$ cat config.mk
export PLATFORM = sky130hd
export DESIGN_NAME = period_to_rate_tachometer
export DESIGN_NICKNAME = d
export VERILOG_FILES = /design/src/rtl/core/tach_pkg.sv /design/src/rtl/core/tach_div.sv /design/src/rtl/core/period_to_rate_tachometer.sv
export SDC_FILE = /design/constraint.sdc
export NUM_CORES = 1
export LEC_CHECK = 0
export ABC_AREA = 0
export BUFFER_PORTS_ARGS = -buffer_cell sky130_fd_sc_hd__buf_2
export CORE_ASPECT_RATIO = 0.7
export CORE_MARGIN = 4
export CORE_UTILIZATION = 45
export DETAILED_ROUTE_END_ITERATION = 8
export GPL_ROUTABILITY_DRIVEN = 0
export HOLD_SLACK_MARGIN = 0.05
export PLACE_DENSITY_LB_ADDON = 0.25
export REMOVE_ABC_BUFFERS = 1
export SLEW_MARGIN = 15
export SYNTH_ARGS = -nofsm -noshare
export SYNTH_HDL_FRONTEND = slang
export SYNTH_HIERARCHICAL = 1
export SYNTH_SLANG_ARGS = --single-unit
export TNS_END_PERCENT = 10
$ cat constraint.sdc
create_clock -name i_clk -period 9.6 [get_ports i_clk]
set_input_delay 0.48 -clock i_clk [delete_from_list [all_inputs] [get_ports i_clk]]
set_output_delay 0.48 -clock i_clk [all_outputs]
set_load 0.02 [all_outputs]
$ cat src/rtl/core/tach_pkg.sv
`timescale 1ns / 1ps

package tach_pkg;

    // Width of the rate constant, which is the dividend of the rate division.
    localparam int RC_W  = 32;
    localparam int CNT_W = $clog2(RC_W + 1);

    // Overflow counters and the fixed field widths.
    localparam int OVF_W  = 8;
    localparam int RATE_W = 16;
    localparam int CAPT_W = 16;

    // Configuration register indexes.
    localparam logic [1:0] CFG_RATE_CONSTANT = 2'd0;
    localparam logic [1:0] CFG_TIMEOUT_LIMIT = 2'd1;
    localparam logic [1:0] CFG_RATE_MAX      = 2'd2;

    typedef enum logic [1:0] {
        KIND_UNCHANGED = 2'd0,
        KIND_MEASURED  = 2'd1,
        KIND_TIMEOUT   = 2'd2
    } t_update_kind;

    typedef struct packed {
        logic              first_pulse_seen;
        logic              period_captured;
        logic [CAPT_W-1:0] captured_count;
    } t_in_beat;

    typedef struct packed {
        logic [RATE_W-1:0] rate;
        t_update_kind      update_kind;
        logic              rearm_request;
    } t_out_beat;

endpackage

$ cat src/rtl/core/tach_div.sv
`timescale 1ns / 1ps

module tach_div import tach_pkg::*; #(
    parameter int DIVISOR_W = 24
) (
    input  logic                 i_clk,
    input  logic                 i_rst_n,
    input  logic                 i_start,
    input  logic [RC_W-1:0]      i_dividend,
    input  logic [DIVISOR_W-1:0] i_divisor,
    output logic                 o_done,
    output logic [RC_W-1:0]      o_quot
);

    // Restoring division: the dividend shifts out of r_quot one bit per cycle
    // at the top while quotient bits shift in at the bottom.
    logic [DIVISOR_W-1:0] r_rem, n_rem;
    logic [RC_W-1:0]      r_quot, n_quot;
    logic [DIVISOR_W-1:0] r_div;
    logic [CNT_W-1:0]     r_cnt, n_cnt;
    logic                 r_busy, n_busy;
    logic                 r_done, n_done;

    logic [DIVISOR_W:0]   w_trial;
    logic [DIVISOR_W:0]   w_diff;
    logic                 w_fit;

    assign w_trial = {r_rem, r_quot[RC_W-1]};
    assign w_fit   = w_trial >= {1'b0, r_div};
    assign w_diff  = w_trial - {1'b0, r_div};

    always_comb begin
        n_rem  = r_rem;
        n_quot = r_quot;
        n_cnt  = r_cnt;
        n_busy = r_busy;
        n_done = 1'b0;
        if (i_start) begin
            n_rem  = '0;
            n_quot = i_dividend;
            n_cnt  = CNT_W'(RC_W);
            n_busy = 1'b1;
        end else if (r_busy) begin
            n_rem  = w_fit ? w_diff[DIVISOR_W-1:0] : w_trial[DIVISOR_W-1:0];
            n_quot = {r_quot[RC_W-2:0], w_fit};
            n_cnt  = r_cnt - CNT_W'(1);
            if (r_cnt == CNT_W'(1)) begin
                n_busy = 1'b0;
                n_done = 1'b1;
            end
        end
    end

    always_ff @(posedge i_clk) begin
        if (!i_rst_n) begin
            r_cnt  <= '0;
            r_busy <= 1'b0;
            r_done <= 1'b0;
        end else begin
            r_cnt  <= n_cnt;
            r_busy <= n_busy;
            r_done <= n_done;
        end
    end

    always_ff @(posedge i_clk) begin
        r_rem  <= n_rem;
        r_quot <= n_quot;
        if (i_start) begin
            r_div <= i_divisor;
        end
    end

    assign o_done = r_done;
    assign o_quot = r_quot;

endmodule

$ cat src/rtl/core/period_to_rate_tachometer.sv
`timescale 1ns / 1ps
// An overflow beat, or a capture of zero ticks, goes straight to the result register r_res
// (state ST_DONE); any other capture first runs a restoring divider, one quotient bit per
// cycle over the 32-bit rate constant, and its saturated quotient then goes to r_res.
// One beat at a time: a new beat is taken once the previous result has moved from r_res
// into the output register, and that move waits while the output is stalled.
// Reset (synchronous, active low) restores register defaults, clears counters, rate, valids.

module period_to_rate_tachometer import tach_pkg::*; #(
    parameter int COUNT_WIDTH = 16
) (
    input  logic            i_clk,
    input  logic            i_rst_n,
    input  logic            i_in_valid,
    output logic            o_in_ready,
    input  t_in_beat        i_in_data,
    output logic            o_out_valid,
    input  logic            i_out_ready,
    output t_out_beat       o_out_data,
    input  logic            i_cfg_we,
    input  logic [1:0]      i_cfg_idx,
    input  logic [RC_W-1:0] i_cfg_data
);

    localparam int TICK_W = COUNT_WIDTH + OVF_W;
    localparam logic [TICK_W-1:0] CNT_MASK = {{OVF_W{1'b0}}, {COUNT_WIDTH{1'b1}}};

    typedef enum logic [2:0] {
        ST_IDLE = 3'b001,
        ST_DIV  = 3'b010,
        ST_DONE = 3'b100
    } t_state;

    t_state            r_state, n_state;
    logic [RC_W-1:0]   r_rate_constant;
    logic [OVF_W-1:0]  r_timeout_limit;
    logic [RATE_W-1:0] r_rate_max;
    logic [OVF_W-1:0]  r_po, n_po;
    logic [OVF_W-1:0]  r_io, n_io;
    logic [RATE_W-1:0] r_held_rate, n_held_rate;
    t_out_beat         r_res, n_res;
    logic              r_out_valid, n_out_valid;
    t_out_beat         r_out_data, n_out_data;

    logic              w_accept;
    logic              w_slot_free;
    logic [TICK_W-1:0] w_ticks;
    logic              w_div_start;
    logic              w_div_done;
    logic [RC_W-1:0]   w_quot;
    logic [RATE_W-1:0] w_sat_rate;
    logic [OVF_W-1:0]  w_po_inc;
    logic [OVF_W-1:0]  w_io_inc;
    logic              w_timeout;

    assign o_in_ready  = (r_state == ST_IDLE);
    assign w_accept    = i_in_valid && o_in_ready;
    assign w_slot_free = !r_out_valid || i_out_ready;

    // Pulse overflows sit above the low count bits, so OR stands for the add.
    assign w_ticks = (TICK_W'(i_in_data.captured_count) & CNT_MASK)
                   | {r_po, {COUNT_WIDTH{1'b0}}};

    assign w_div_start = w_accept && i_in_data.period_captured && (w_ticks != '0);

    tach_div #(
        .DIVISOR_W (TICK_W)
    ) u_div (
        .i_clk      (i_clk),
        .i_rst_n    (i_rst_n),
        .i_start    (w_div_start),
        .i_dividend (r_rate_constant),
        .i_divisor  (w_ticks),
        .o_done     (w_div_done),
        .o_quot     (w_quot)
    );

    assign w_sat_rate = ((|w_quot[RC_W-1:RATE_W]) || (w_quot[RATE_W-1:0] > r_rate_max))
                      ? r_rate_max : w_quot[RATE_W-1:0];

    assign w_po_inc  = i_in_data.first_pulse_seen ? r_po + OVF_W'(1) : r_po;
    assign w_io_inc  = i_in_data.first_pulse_seen ? r_io : r_io + OVF_W'(1);
    assign w_timeout = (w_po_inc >= r_timeout_limit) || (w_io_inc >= r_timeout_limit);

    always_comb begin
        n_state     = r_state;
        n_po        = r_po;
        n_io        = r_io;
        n_held_rate = r_held_rate;
        n_res       = r_res;
        n_out_valid = r_out_valid && !i_out_ready;
        n_out_data  = r_out_data;
        unique case (r_state)
            ST_IDLE: begin
                if (w_accept) begin
                    if (i_in_data.period_captured) begin
                        n_po = '0;
                        n_io = '0;
                        if (w_ticks == '0) begin
                            // zero ticks saturate
                            n_held_rate = r_rate_max;
                            n_res       = '{r_rate_max, KIND_MEASURED, 1'b0};
                            n_state     = ST_DONE;
                        end else begin
                            n_state = ST_DIV;
                        end
                    end else if (w_timeout) begin
                        n_po        = '0;
                        n_io        = '0;
                        n_held_rate = '0;
                        n_res       = '{'0, KIND_TIMEOUT, 1'b1};
                        n_state     = ST_DONE;
                    end else begin
                        n_po    = w_po_inc;
                        n_io    = w_io_inc;
                        n_res   = '{r_held_rate, KIND_UNCHANGED, 1'b0};
                        n_state = ST_DONE;
                    end
                end
            end
            ST_DIV: begin
                if (w_div_done) begin
                    n_held_rate = w_sat_rate;
                    n_res       = '{w_sat_rate, KIND_MEASURED, 1'b0};
                    n_state     = ST_DONE;
                end
            end
            ST_DONE: begin
                // hold the result until the output register frees up
                if (w_slot_free) begin
                    n_out_valid = 1'b1;
                    n_out_data  = r_res;
                    n_state     = ST_IDLE;
                end
            end
            default: begin
                n_state = ST_IDLE;
            end
        endcase
    end

    always_ff @(posedge i_clk) begin
        if (!i_rst_n) begin
            r_state         <= ST_IDLE;
            r_rate_constant <= RC_W'(1000000);
            r_timeout_limit <= OVF_W'(3);
            r_rate_max      <= RATE_W'(255);
            r_po            <= '0;
            r_io            <= '0;
            r_held_rate     <= '0;
            r_out_valid     <= 1'b0;
        end else begin
            r_state     <= n_state;
            r_po        <= n_po;
            r_io        <= n_io;
            r_held_rate <= n_held_rate;
            r_out_valid <= n_out_valid;
            if (i_cfg_we) begin
                unique case (i_cfg_idx)
                    CFG_RATE_CONSTANT: r_rate_constant <= i_cfg_data;
                    CFG_TIMEOUT_LIMIT: r_timeout_limit <= i_cfg_data[OVF_W-1:0];
                    CFG_RATE_MAX:      r_rate_max      <= i_cfg_data[RATE_W-1:0];
                    default: begin
                        // drop writes to unknown indexes
                    end
                endcase
            end
        end
    end

    always_ff @(posedge i_clk) begin
        r_res      <= n_res;
        r_out_data <= n_out_data;
    end

    assign o_out_valid = r_out_valid;
    assign o_out_data  = r_out_data;

    a_timeout_beat: assert property (@(posedge i_clk) disable iff (!i_rst_n)
        (o_out_valid && (o_out_data.update_kind == KIND_TIMEOUT))
            |-> (o_out_data.rate == '0) && o_out_data.rearm_request)
        else $error("timeout beat without zero rate and rearm");

    a_rearm_only_timeout: assert property (@(posedge i_clk) disable iff (!i_rst_n)
        (o_out_valid && o_out_data.rearm_request)
            |-> (o_out_data.update_kind == KIND_TIMEOUT))
        else $error("rearm request outside a timeout");

    a_div_entry: assert property (@(posedge i_clk) disable iff (!i_rst_n)
        w_div_start |=> (r_state == ST_DIV) && (r_po == '0) && (r_io == '0))
        else $error("capture did not start the division with cleared counters");

    a_counters_in_div: assert property (@(posedge i_clk) disable iff (!i_rst_n)
        (r_state == ST_DIV) |-> (r_po == '0) && (r_io == '0) && !o_in_ready)
        else $error("counters moved or input open during division");

endmodule

Word-level counts from Yosys, hierarchy flattened
Cells that the tools add are included.
- register bits: 218
- input port bits: 57
- output and inout bits: 21
- logic and storage cells: 104
- add/sub/neg operators: 4
- order comparisons: 4
- equality and inequality tests: 11
- multiplexer cells: 36
- bitwise operators: 3
- reductions and logical operators: 25
- operators by type and width (cell ; count):
    16-bit 2-to-1 mux ; 6
    19-bit 2-to-1 mux ; 5
    32-bit 2-to-1 mux ; 2
    8-bit 2-to-1 mux ; 6
    19-bit one-hot mux with 2 select lines ; 1
    16-bit one-hot mux with 2 select lines ; 1
    25-bit by 24-bit >= comparator with 1-bit output ; 1
    24-bit logical NOT ; 1
    24-bit 2-to-1 mux ; 1
    16-bit by 24-bit bitwise OR with 24-bit output ; 1
    24-bit nonzero test ; 1
    24-bit subtractor ; 1
    8-bit by 1-bit adder with 8-bit output, second input constant ; 2
    8-bit >= comparator ; 2
    16-bit greater-than comparator ; 1
    16-bit OR reduction ; 1
    3-bit 2-to-1 mux ; 5
    6-bit 2-to-1 mux ; 2
    2-bit AND reduction ; 5
    3-bit one-hot mux with 3 select lines ; 1
    6-bit by 1-bit == test with 1-bit output, second input constant ; 1
    1-bit 2-to-1 mux ; 6
    6-bit by 1-bit subtractor with 6-bit output, second input constant ; 1
    5-bit AND reduction ; 1
    other kinds (19) ; 28

Logic depth before layout (Yosys ltp)
Gate-level depths: netlist of run 1.
- word-level depth: 8
- depth in mapped cells: 13
- mapped depth without buffers: 12

By module
The synthesis of run 1 kept the hierarchy.
- by module, submodules not included (module ; times used ; cells each ; area an instance (sq um) ; sequential area each (sq um)):
    period_to_rate_tachometer ; 1 ; 700 ; 6476.2 ; 2922.8
    tach_div ; 1 ; 456 ; 4828.4 ; 2322.2

Worst setup path before layout of run 1
OpenSTA, ideal clock, no wires.
- path kind: register to register
- start: reg r_state[0]
- end: reg u_div.r_quot[0] (netlist: u_div/o_quot[0]), enable pin
- library setup time: 387 ps
- arrival time: 3791 ps
- required time: 9213 ps
- setup slack: 5422 ps
- stages on the path, launching flop included: 8
- buffers on the path: 2
- period minus slack after synthesis: 4178 ps
- path through: dfxtp_1 -> nor3b_1 -> nand2_1 -> clkbuf_1 -> nor2_1 -> clkbuf_1 -> nor2_1 -> inv_1
- word-level cells in the longest chain between the ends: 5
- RTL lines (item ; RTL line ; text):
    start: declaration ; period_to_rate_tachometer.sv:34 ; t_state r_state, n_state;
    start signal: assignment ; period_to_rate_tachometer.sv:153 ; r_state <= n_state;
    3-bit by 1-bit == test with 1-bit output ; period_to_rate_tachometer.sv:56 ; assign o_in_ready = (r_state == ST_IDLE);
    net o_in_ready ; period_to_rate_tachometer.sv:15 ; output logic o_in_ready,
    1-bit logical AND ; period_to_rate_tachometer.sv:57 ; assign w_accept = i_in_valid && o_in_ready;
    1-bit logical AND (2 in a row) ; period_to_rate_tachometer.sv:64 ; assign w_div_start = w_accept && i_in_data.period_captured && (w_ticks != '0);
    net w_div_start ; period_to_rate_tachometer.sv:48 ; logic w_div_start;
    2-bit nonzero test (no line) ; - ;
    end signal: assignment ; tach_div.sv:68 ; r_quot <= n_quot;
    end: declaration ; tach_div.sv:18 ; logic [RC_W-1:0] r_quot, n_quot;
The timed path passes the listed nets, and every way through them passes these cells.
A chain may end at the register's enable or synchronous reset.

Worst setup path after layout of run 1
- start: reg r_io[0]
- end: reg r_held_rate[1]
- word-level cells in the longest chain between the ends: 6
- RTL lines (item ; RTL line ; text):
    start: declaration ; period_to_rate_tachometer.sv:39 ; logic [OVF_W-1:0] r_io, n_io;
    start signal: assignment ; period_to_rate_tachometer.sv:155 ; r_io <= n_io;
    8-bit by 1-bit adder with 8-bit output ; period_to_rate_tachometer.sv:82 ; assign w_io_inc = i_in_data.first_pulse_seen ? r_io : r_io + OVF_W'(1);
    8-bit 2-to-1 mux * ; period_to_rate_tachometer.sv:82 ;
    8-bit >= comparator * ; period_to_rate_tachometer.sv:83 ; assign w_timeout = (w_po_inc >= r_timeout_limit) || (w_io_inc >= r_timeout_limit);
    1-bit logical OR * ; period_to_rate_tachometer.sv:83 ;
    3-bit by 1-bit inequality test with 1-bit output (no line) * ; - ;
    5-bit AND reduction (no line) * ; - ;
    end signal: assignment ; period_to_rate_tachometer.sv:156 ; r_held_rate <= n_held_rate;
    end: declaration ; period_to_rate_tachometer.sv:40 ; logic [RATE_W-1:0] r_held_rate, n_held_rate;
Every way passes the cells marked *; elsewhere a longest branch is shown, timed or not.

==> flow_summary.json, run 1 <==
{
  "outcome": "completed",
  "edff_count_synth": 92,
  "drive_gt1_frac": 0.146,
  "timing.setup.tns_ns": 0,
  "synth_top_area_share": 0.244,
  "layout_worst_path_cycle_share": 0.400,
  "cts_hold_buf": 0,
  "ys_types": 71,
  "globalRouteTotalUtil": 0.196,
  "powerDensity_mw_per_mm2": 187,
  "initial_utilization": 0.458,
  "die_width_um": 197,
  "post_synth_fa_ha_maj_area_fraction": 0.0693,
  "fillerInstances": 2302,
  "sum_of_routed_wire_length_over_all_layers_um": 27600,
  "synth_top_family_by_area": "simple AND/OR/NAND/NOR gates",
  "cts_resized": 0,
  "worst_setup_path_end_kind": "flip-flop",
  "io-pin-count": 78,
  "antenna_cells_inserted": 0,
  "crit_path_max_fo": 16,
  "max_ir_drop_vdd_uv": 128,
  "async_set_reset_flop_share_out_of_synthesis": 0,
  "htree_levels": 1,
  "root_buffer": "sky130_fd_sc_hd__clkbuf_16",
  "layout.nets": 1324,
  "yosys-top-cells-area": "sky130_fd_sc_hd__edfxtp_1 24%, sky130_fd_sc_hd__dfxtp_1 22%, sky130_fd_sc_hd__ha_1 6.8%",
  "worst_clock_skew_ns": 0.00918,
  "post_synthesis_share_of_cell_area_spent_on_xor_and_xnor_gates": 0.0294,
  "layout_commonest_cell": "sky130_fd_sc_hd__nand2_1",
  "max-clock-path-buffers": 3,
  "fp.coreArea_sq_mm": 0.0247,
  "drc_viols": 0,
  "post-synth-top-area-cell": "sky130_fd_sc_hd__edfxtp_1",
  "grt_antenna_before_repair": 0,
  "path_clk_slew_ns": 0.06,
  "yosysSeqAreaShare": 0.464,
  "syn_inst_count": 1156,
  "cap_viol_max_count": 0,
  "chipHeight_um": 141,
  "number_of_buffers_created_by_cts": 22,
  "finalHoldViolCount": 0,
  "grt_first_pass_wirelength_um": 44600,
  "worst_slew_margin_rel": 0.210,
  "postSynthAreaPerCell_sq_um": 9.78,
  "synth_top_flop_cell": "sky130_fd_sc_hd__dfxtp_1",
  "post_synth_and_or_nand_nor_area_fraction": 0.162,
  "detailedRoute.firstPassIterationCount": 4,
  "clock_latency_ns": 0.50,
  "worst_ep_required_time_ns": 9.99,
  "setup.worst_path.start_class": "flip-flop",
  "grt_setup_unrepaired": "false",
  "grt_max_degree": 68,
  "synth_area_sq_mm": 0.0113,
  "crit_arrival_ns": 4.23,
  "placementRows": 48,
  "grt_pass1_vias": 8156,
  "yosys_warnings": 6,
  "dp_hpwl_um": 19000,
  "max_slew.worst_pin.slew_ns": 1.18,
  "power.static_leakage_nw": 4.97,
  "place.port_buffers": 77,
  "holdCritPathClass": "in2reg",
  "synth-seq-cells": 216,
  "max_freq_mhz": 260,
  "compound_gate_fraction_of_synth_area": 0.161,
  "cts_setup_buffers": 0,
  "setup_viol": 0,
  "layout_min_cycle_time_ns": 3.84,
  "routed-via-count": 8698,
  "clock_sinks": 216,
  "design.die.area_sq_mm": 0.0278,
  "antenna_left": 0,
  "tritoncts_clock_tree": "done",
  "wire_per_inst_um": 17.9,
  "drt_iter0_markers": 698,
  "pins_over_their_slew_limit": 0,
  "layout_common_cells": "199 x sky130_fd_sc_hd__nand2_1, 124 x sky130_fd_sc_hd__dfxtp_1, 92 x sky130_fd_sc_hd__edfxtp_1, 77 x sky130_fd_sc_hd__buf_2, 61 x sky130_fd_sc_hd__ha_1",
  "final.hold.worst_slack_ns": 0.165,
  "area_growth_pct": 11.5,
  "synth.area.mux_share": 0.0694,
  "critical_path_class": "reg2reg",
  "grt.overflow.total": 0,
  "detail_route.vias_per_cell": 5.63
}
[critical path: stages, from the launching register on]
cell,delay [ns]
sky130_fd_sc_hd__dfxtp_1,0.43
sky130_fd_sc_hd__ha_1,0.17
sky130_fd_sc_hd__nor2b_1,0.21
sky130_fd_sc_hd__nand3_1,0.21
sky130_fd_sc_hd__nor2_1,0.19
sky130_fd_sc_hd__xor2_1,0.21
sky130_fd_sc_hd__ha_1,0.28
sky130_fd_sc_hd__a21o_1,0.18
sky130_fd_sc_hd__a2111oi_4,0.35
sky130_fd_sc_hd__o221ai_2,0.23
sky130_fd_sc_hd__o31ai_4,0.92
sky130_fd_sc_hd__mux2i_1,0.29
sky130_fd_sc_hd__nor2b_1,0.06
[worst paths after layout]
check / start / to / slack (ns) / depth (start not counted)
max: r_io[0] / r_held_rate[1] / 5.76 / 12
max reg2reg: r_io[0] / r_held_rate[1] / 5.76 / 12
min: i_in_data[1] / u_div/r_div[1] / 0.17 / 1
min reg2reg: r_res[2] / o_out_data[2] / 0.42 / 0
[through the flow]
step	power [W]	utilization	cells	cell area, sq um	setup WS [ns]
floorplan	0.00142	-	1094	11000	2.79
global placement	0.00154	0.483	1506	11900	5.64
detailed placement	0.00155	0.483	1506	11900	5.55
CTS	0.00236	0.510	1546	12600	5.75
global route	0.00247	0.511	1546	12600	5.46
finish	0.00235	0.511	1546	12600	5.76
[metal layers]
metal	global-route usage	routed length (um)	vias up
met5	0	0	-
met4	0.0368	469	0
met3	0.0291	1700	31
met2	0.278	10800	273
met1	0.317	14600	4147
li1	-	-	4247
[layout make-up]
class | instances | area (sq um) | share of cell area
repair buffers | 87 | 460 | 0.0365
clock inverters | 7 | 32.5 | 0.00258
flip-flops and latches | 216 | 5250 | 0.416
clock buffers | 33 | 643 | 0.0510
multi-input cells | 818 | 5590 | 0.444
inverters | 60 | 225 | 0.0179
well taps | 325 | 407 | 0.0323
[cells in the mapped netlist (2+ instances only)]
master,n
sky130_fd_sc_hd__nand3_1,35
sky130_fd_sc_hd__nand2b_1,8
sky130_fd_sc_hd__o211ai_1,8
sky130_fd_sc_hd__mux2_2,35
sky130_fd_sc_hd__o21a_1,10
sky130_fd_sc_hd__xnor2_1,21
sky130_fd_sc_hd__mux2i_1,39
sky130_fd_sc_hd__buf_4,3
sky130_fd_sc_hd__nor2b_1,26
sky130_fd_sc_hd__a32oi_1,6
sky130_fd_sc_hd__a311oi_2,5
sky130_fd_sc_hd__nor3b_1,6
sky130_fd_sc_hd__a21oi_1,56
sky130_fd_sc_hd__dfxtp_1,124
sky130_fd_sc_hd__nand2_2,5
sky130_fd_sc_hd__and3_1,3
sky130_fd_sc_hd__xor2_1,17
sky130_fd_sc_hd__o21ai_0,30
sky130_fd_sc_hd__nand4b_1,3
sky130_fd_sc_hd__nor4_1,12
sky130_fd_sc_hd__a311oi_1,24
sky130_fd_sc_hd__o21bai_1,4
sky130_fd_sc_hd__nor2_1,58
sky130_fd_sc_hd__a31oi_1,4
sky130_fd_sc_hd__nand3b_1,2
sky130_fd_sc_hd__nand4_1,14
sky130_fd_sc_hd__a21boi_0,26
sky130_fd_sc_hd__inv_1,60
sky130_fd_sc_hd__ha_1,61
sky130_fd_sc_hd__buf_2,8
sky130_fd_sc_hd__a311o_1,17
sky130_fd_sc_hd__o221ai_1,2
sky130_fd_sc_hd__a21o_1,26
sky130_fd_sc_hd__a211oi_1,5
sky130_fd_sc_hd__and2_1,4
sky130_fd_sc_hd__clkbuf_1,46
sky130_fd_sc_hd__nor3_1,13
sky130_fd_sc_hd__edfxtp_1,92
sky130_fd_sc_hd__or3_1,3
sky130_fd_sc_hd__o31ai_1,5
sky130_fd_sc_hd__a2111oi_0,2
sky130_fd_sc_hd__nand2_1,199
[report_power, final]
part           internal [W]  switching, W  total, W
sequential          0.00103     0.0000462   0.00107
clock              0.000463      0.000353  0.000816
combinational      0.000184      0.000279  0.000463
total               0.00168      0.000678   0.00235
[logic make-up after synthesis]
family                     Yosys count
AOI/OAI and AO/OA                  245
xor gates and xnor gates            38
adders and majority gates           62
buffers and inverters              122
DFF                                216
muxes                               74
and+or+nand+nor                    399
[flip-flops by register name, indices dropped and copies added, names as in the netlist]
register         cells
o_out_data          18
o_out_valid          1
r_held_rate         16
r_io                 8
r_po                 8
r_rate_constant     32
r_rate_max          16
r_res               18
r_state              3
r_timeout_limit      8
u_div/o_done         1
u_div/o_quot        32
u_div/r_busy         1
u_div/r_cnt          6
u_div/r_div         24
u_div/r_rem         24
Power figures use the tool's default switching activity.
==> inputs of run 2 (changes only) <==
- ABC_AREA: 0 -> 1
- clock period: 9.6 -> 3.9 ns (I/O delays scaled with it)
==> flow_summary.json, run 2 <==
{
  "place.port_buffers": 77,
  "die_width_um": 202,
  "postSynthAreaPerCell_sq_um": 7.51,
  "tritoncts_clock_tree": "done",
  "synth_top_area_share": 0.234,
  "area_growth_pct": 16.0,
  "reg2reg_slack_ns": 0.79,
  "max-clock-path-buffers": 3,
  "worst_clock_skew_ns": 0.0155,
  "root_buffer": "sky130_fd_sc_hd__clkbuf_16",
  "synth_most_common_cell": "sky130_fd_sc_hd__nand2_1",
  "power.internal_w": 0.00489,
  "crit_path_max_fo": 17,
  "pins_over_their_slew_limit": 0,
  "layout_worst_path_cycle_share": 0.797,
  "path_clk_slew_ns": 0.06,
  "share_comb_of_total_power": 0.347,
  "dp_hpwl_um": 21800,
  "chipHeight_um": 144,
  "place.detailed.instances": 1944,
  "final-seq-area_sq_mm": 0.00525,
  "syn_inst_count": 1573,
  "synth.cells.most_frequent": "463 x sky130_fd_sc_hd__nand2_1, 249 x sky130_fd_sc_hd__inv_1, 128 x sky130_fd_sc_hd__nand3_1, 124 x sky130_fd_sc_hd__dfxtp_1, 120 x sky130_fd_sc_hd__nor2_1",
  "synth-seq-cells": 216,
  "crit_start": "r_po[0]",
  "initial_utilization": 0.459,
  "clock_sinks": 216,
  "yosys_warnings": 6,
  "post-layout-total-power_w": 0.00781,
  "crit_path_top_delay_cell": "sky130_fd_sc_hd__dfxtp_1",
  "drt_iter0_markers": 964,
  "cts_setup_buffers": 0,
  "antenna_left": 0,
  "crit_path_max_incr_delay_ns": 0.42,
  "outcome": "completed",
  "holdCritPathClass": "in2reg",
  "powerDensity_mw_per_mm2": 570,
  "drive_gt1_frac": 0.102,
  "grt_max_degree": 61,
  "clock_latency_ns": 0.52,
  "setup_viol": 0,
  "crit_arrival_ns": 3.57,
  "pwr-share-clk": 0.266,
  "grt_setup_unrepaired": "false",
  "drc_viols": 0,
  "antenna_cells_inserted": 0,
  "yosys-top-cells-area": "sky130_fd_sc_hd__edfxtp_1 23%, sky130_fd_sc_hd__dfxtp_1 21%, sky130_fd_sc_hd__nand2_1 15%",
  "power.share.sequential": 0.388,
  "sum_of_routed_wire_length_over_all_layers_um": 30600,
  "io-pin-count": 78,
  "worst_ep_required_time_ns": 4.36,
  "min-delay-start": "i_cfg_idx[1]",
  "critical_path_class": "reg2reg",
  "layout.nets": 1806,
  "ys_types": 44,
  "setup.worst_path.start_class": "flip-flop",
  "fillerInstances": 2484,
  "final.hold.worst_slack_ns": 0.0908,
  "final-instance-count-excl-fill": 2035,
  "power.switching_w": 0.00292,
  "max_slew.worst_pin.slew_ns": 1.08,
  "fp.coreArea_sq_mm": 0.0257,
  "path_common_cell": "sky130_fd_sc_hd__nand2_1",
  "power.static_leakage_nw": 6.54,
  "grt_first_pass_wirelength_um": 49900,
  "synth_top_flop_cell": "sky130_fd_sc_hd__dfxtp_1",
  "max_freq_mhz": 322,
  "crit_path_cell_trace": "inv_1 > nor4_2 > nand2_1 > nor3_1 > xor2_1 > ha_1 > nand2_1 > nor2_1 > nor3b_1 > nand3_1 > nor2_4 > nand2_2 > nand2_4 > inv_4 > nand3_1 > nand2_1 > inv_1",
  "wire_per_inst_um": 15.0,
  "htree_levels": 1,
  "edff_count_synth": 92,
  "cap_viol_max_count": 0,
  "placementRows": 49,
  "max_ir_drop_vdd_uv": 397,
  "yosysSeqAreaShare": 0.444,
  "layout_commonest_cell": "sky130_fd_sc_hd__nand2_1",
  "worstReg2RegStart": "r_po[0]",
  "grt.overflow.total": 0,
  "number_of_buffers_created_by_cts": 23,
  "layout_min_cycle_time_ns": 3.11,
  "finalHoldViolCount": 0,
  "detailedRoute.firstPassIterationCount": 6,
  "timing.setup.tns_ns": 0,
  "globalRouteTotalUtil": 0.209,
  "synth_area_sq_mm": 0.0118,
  "detail_route.vias_per_cell": 5.08,
  "worst_slew_margin_rel": 0.279,
  "grt_antenna_before_repair": 0,
  "async_set_reset_flop_share_out_of_synthesis": 0,
  "worst_setup_path_end_kind": "flip-flop",
  "grt_pass1_vias": 9622,
  "design.die.area_sq_mm": 0.0289,
  "post-synth-top-area-cell": "sky130_fd_sc_hd__edfxtp_1",
  "routed-via-count": 10344,
  "layout_common_cells": "463 x sky130_fd_sc_hd__nand2_1, 248 x sky130_fd_sc_hd__inv_1, 128 x sky130_fd_sc_hd__nand3_1, 124 x sky130_fd_sc_hd__dfxtp_1, 120 x sky130_fd_sc_hd__nor2_1",
  "switching_share_of_power": 0.374,
  "multi_input_area_sq_mm": 0.00537
}
## run 2: path summary, 6_finish.rpt
| check | to | cells after the start |
|---|---|---|
| worst max-delay path | r_held_rate[2] | 17 |
| worst min-delay path | r_timeout_limit[0] | 4 |
| worst max register to register | r_held_rate[2] | 17 |
| worst min register to register | o_out_data[7] | 0 |
## run 2: per-layer routing
metal  GRT usage  routed length [um]  vias up
met5           0                   0        -
met4      0.0363                 491        0
met3      0.0460                2680       34
met2       0.292               11600      319
met1       0.333               15800     4704
li1            -                   -     5287
## run 2: timing repair
action,CTS,global route
hold endpoints to repair,69,0
resized for setup,0,0
hold buffers,49,0
## run 2: final cells by class
class                      count  share of cell area
timing repair buffer         140              0.0725
multi-input combinational   1048               0.392
sequential                   216               0.383
tap                          331              0.0302
clock inverter                 7             0.00374
clock buffer                  35              0.0482
inverter                     258              0.0709
## run 2: cells by family (layout without fill, tap and decap cells)
logic type | Yosys count | count (layout) | share of synthesized area
and+or+nand+nor | 812 | 812 | 0.299
buffers and inverters | 309 | 440 | 0.102
DFF | 216 | 216 | 0.444
AOI/OAI and AO/OA | 152 | 152 | 0.0716
adders and majority gates | 62 | 62 | 0.0663
xor gates and xnor gates | 22 | 22 | 0.0163
## run 2: power groups by stage
stage | sequential (W) | combinational, W | clock [W]
finish | 0.00303 | 0.00270 | 0.00208
CTS | 0.00302 | 0.00268 | 0.00214
floorplan | 0.00302 | 0.00194 | 0
detailed placement | 0.00306 | 0.00262 | 0
global placement | 0.00306 | 0.00258 | 0
global route | 0.00306 | 0.00309 | 0.00224
## run 2: worst max-delay path, delay by kind of cell, from the launching register on
kind                     cells  cell delay [ns]
XOR/XNOR                     1             0.21
AND/OR/NAND/NOR             12             1.82
flip-flops                   1             0.42
adder cells (fa/ha/maj)      1             0.27
buffers and inverters        3             0.31
## run 2: metrics by stage
| step | utilization | instance area [sq um] | setup WS, ns |
|---|---|---|---|
| detailed placement | 0.485 | 12500 | 0.884 |
| CTS | 0.532 | 13700 | 0.836 |
| finish | 0.532 | 13700 | 0.793 |
| floorplan | - | 11600 | 0.0184 |
| global placement | 0.485 | 12500 | 1.03 |
| global route | 0.532 | 13700 | 0.494 |
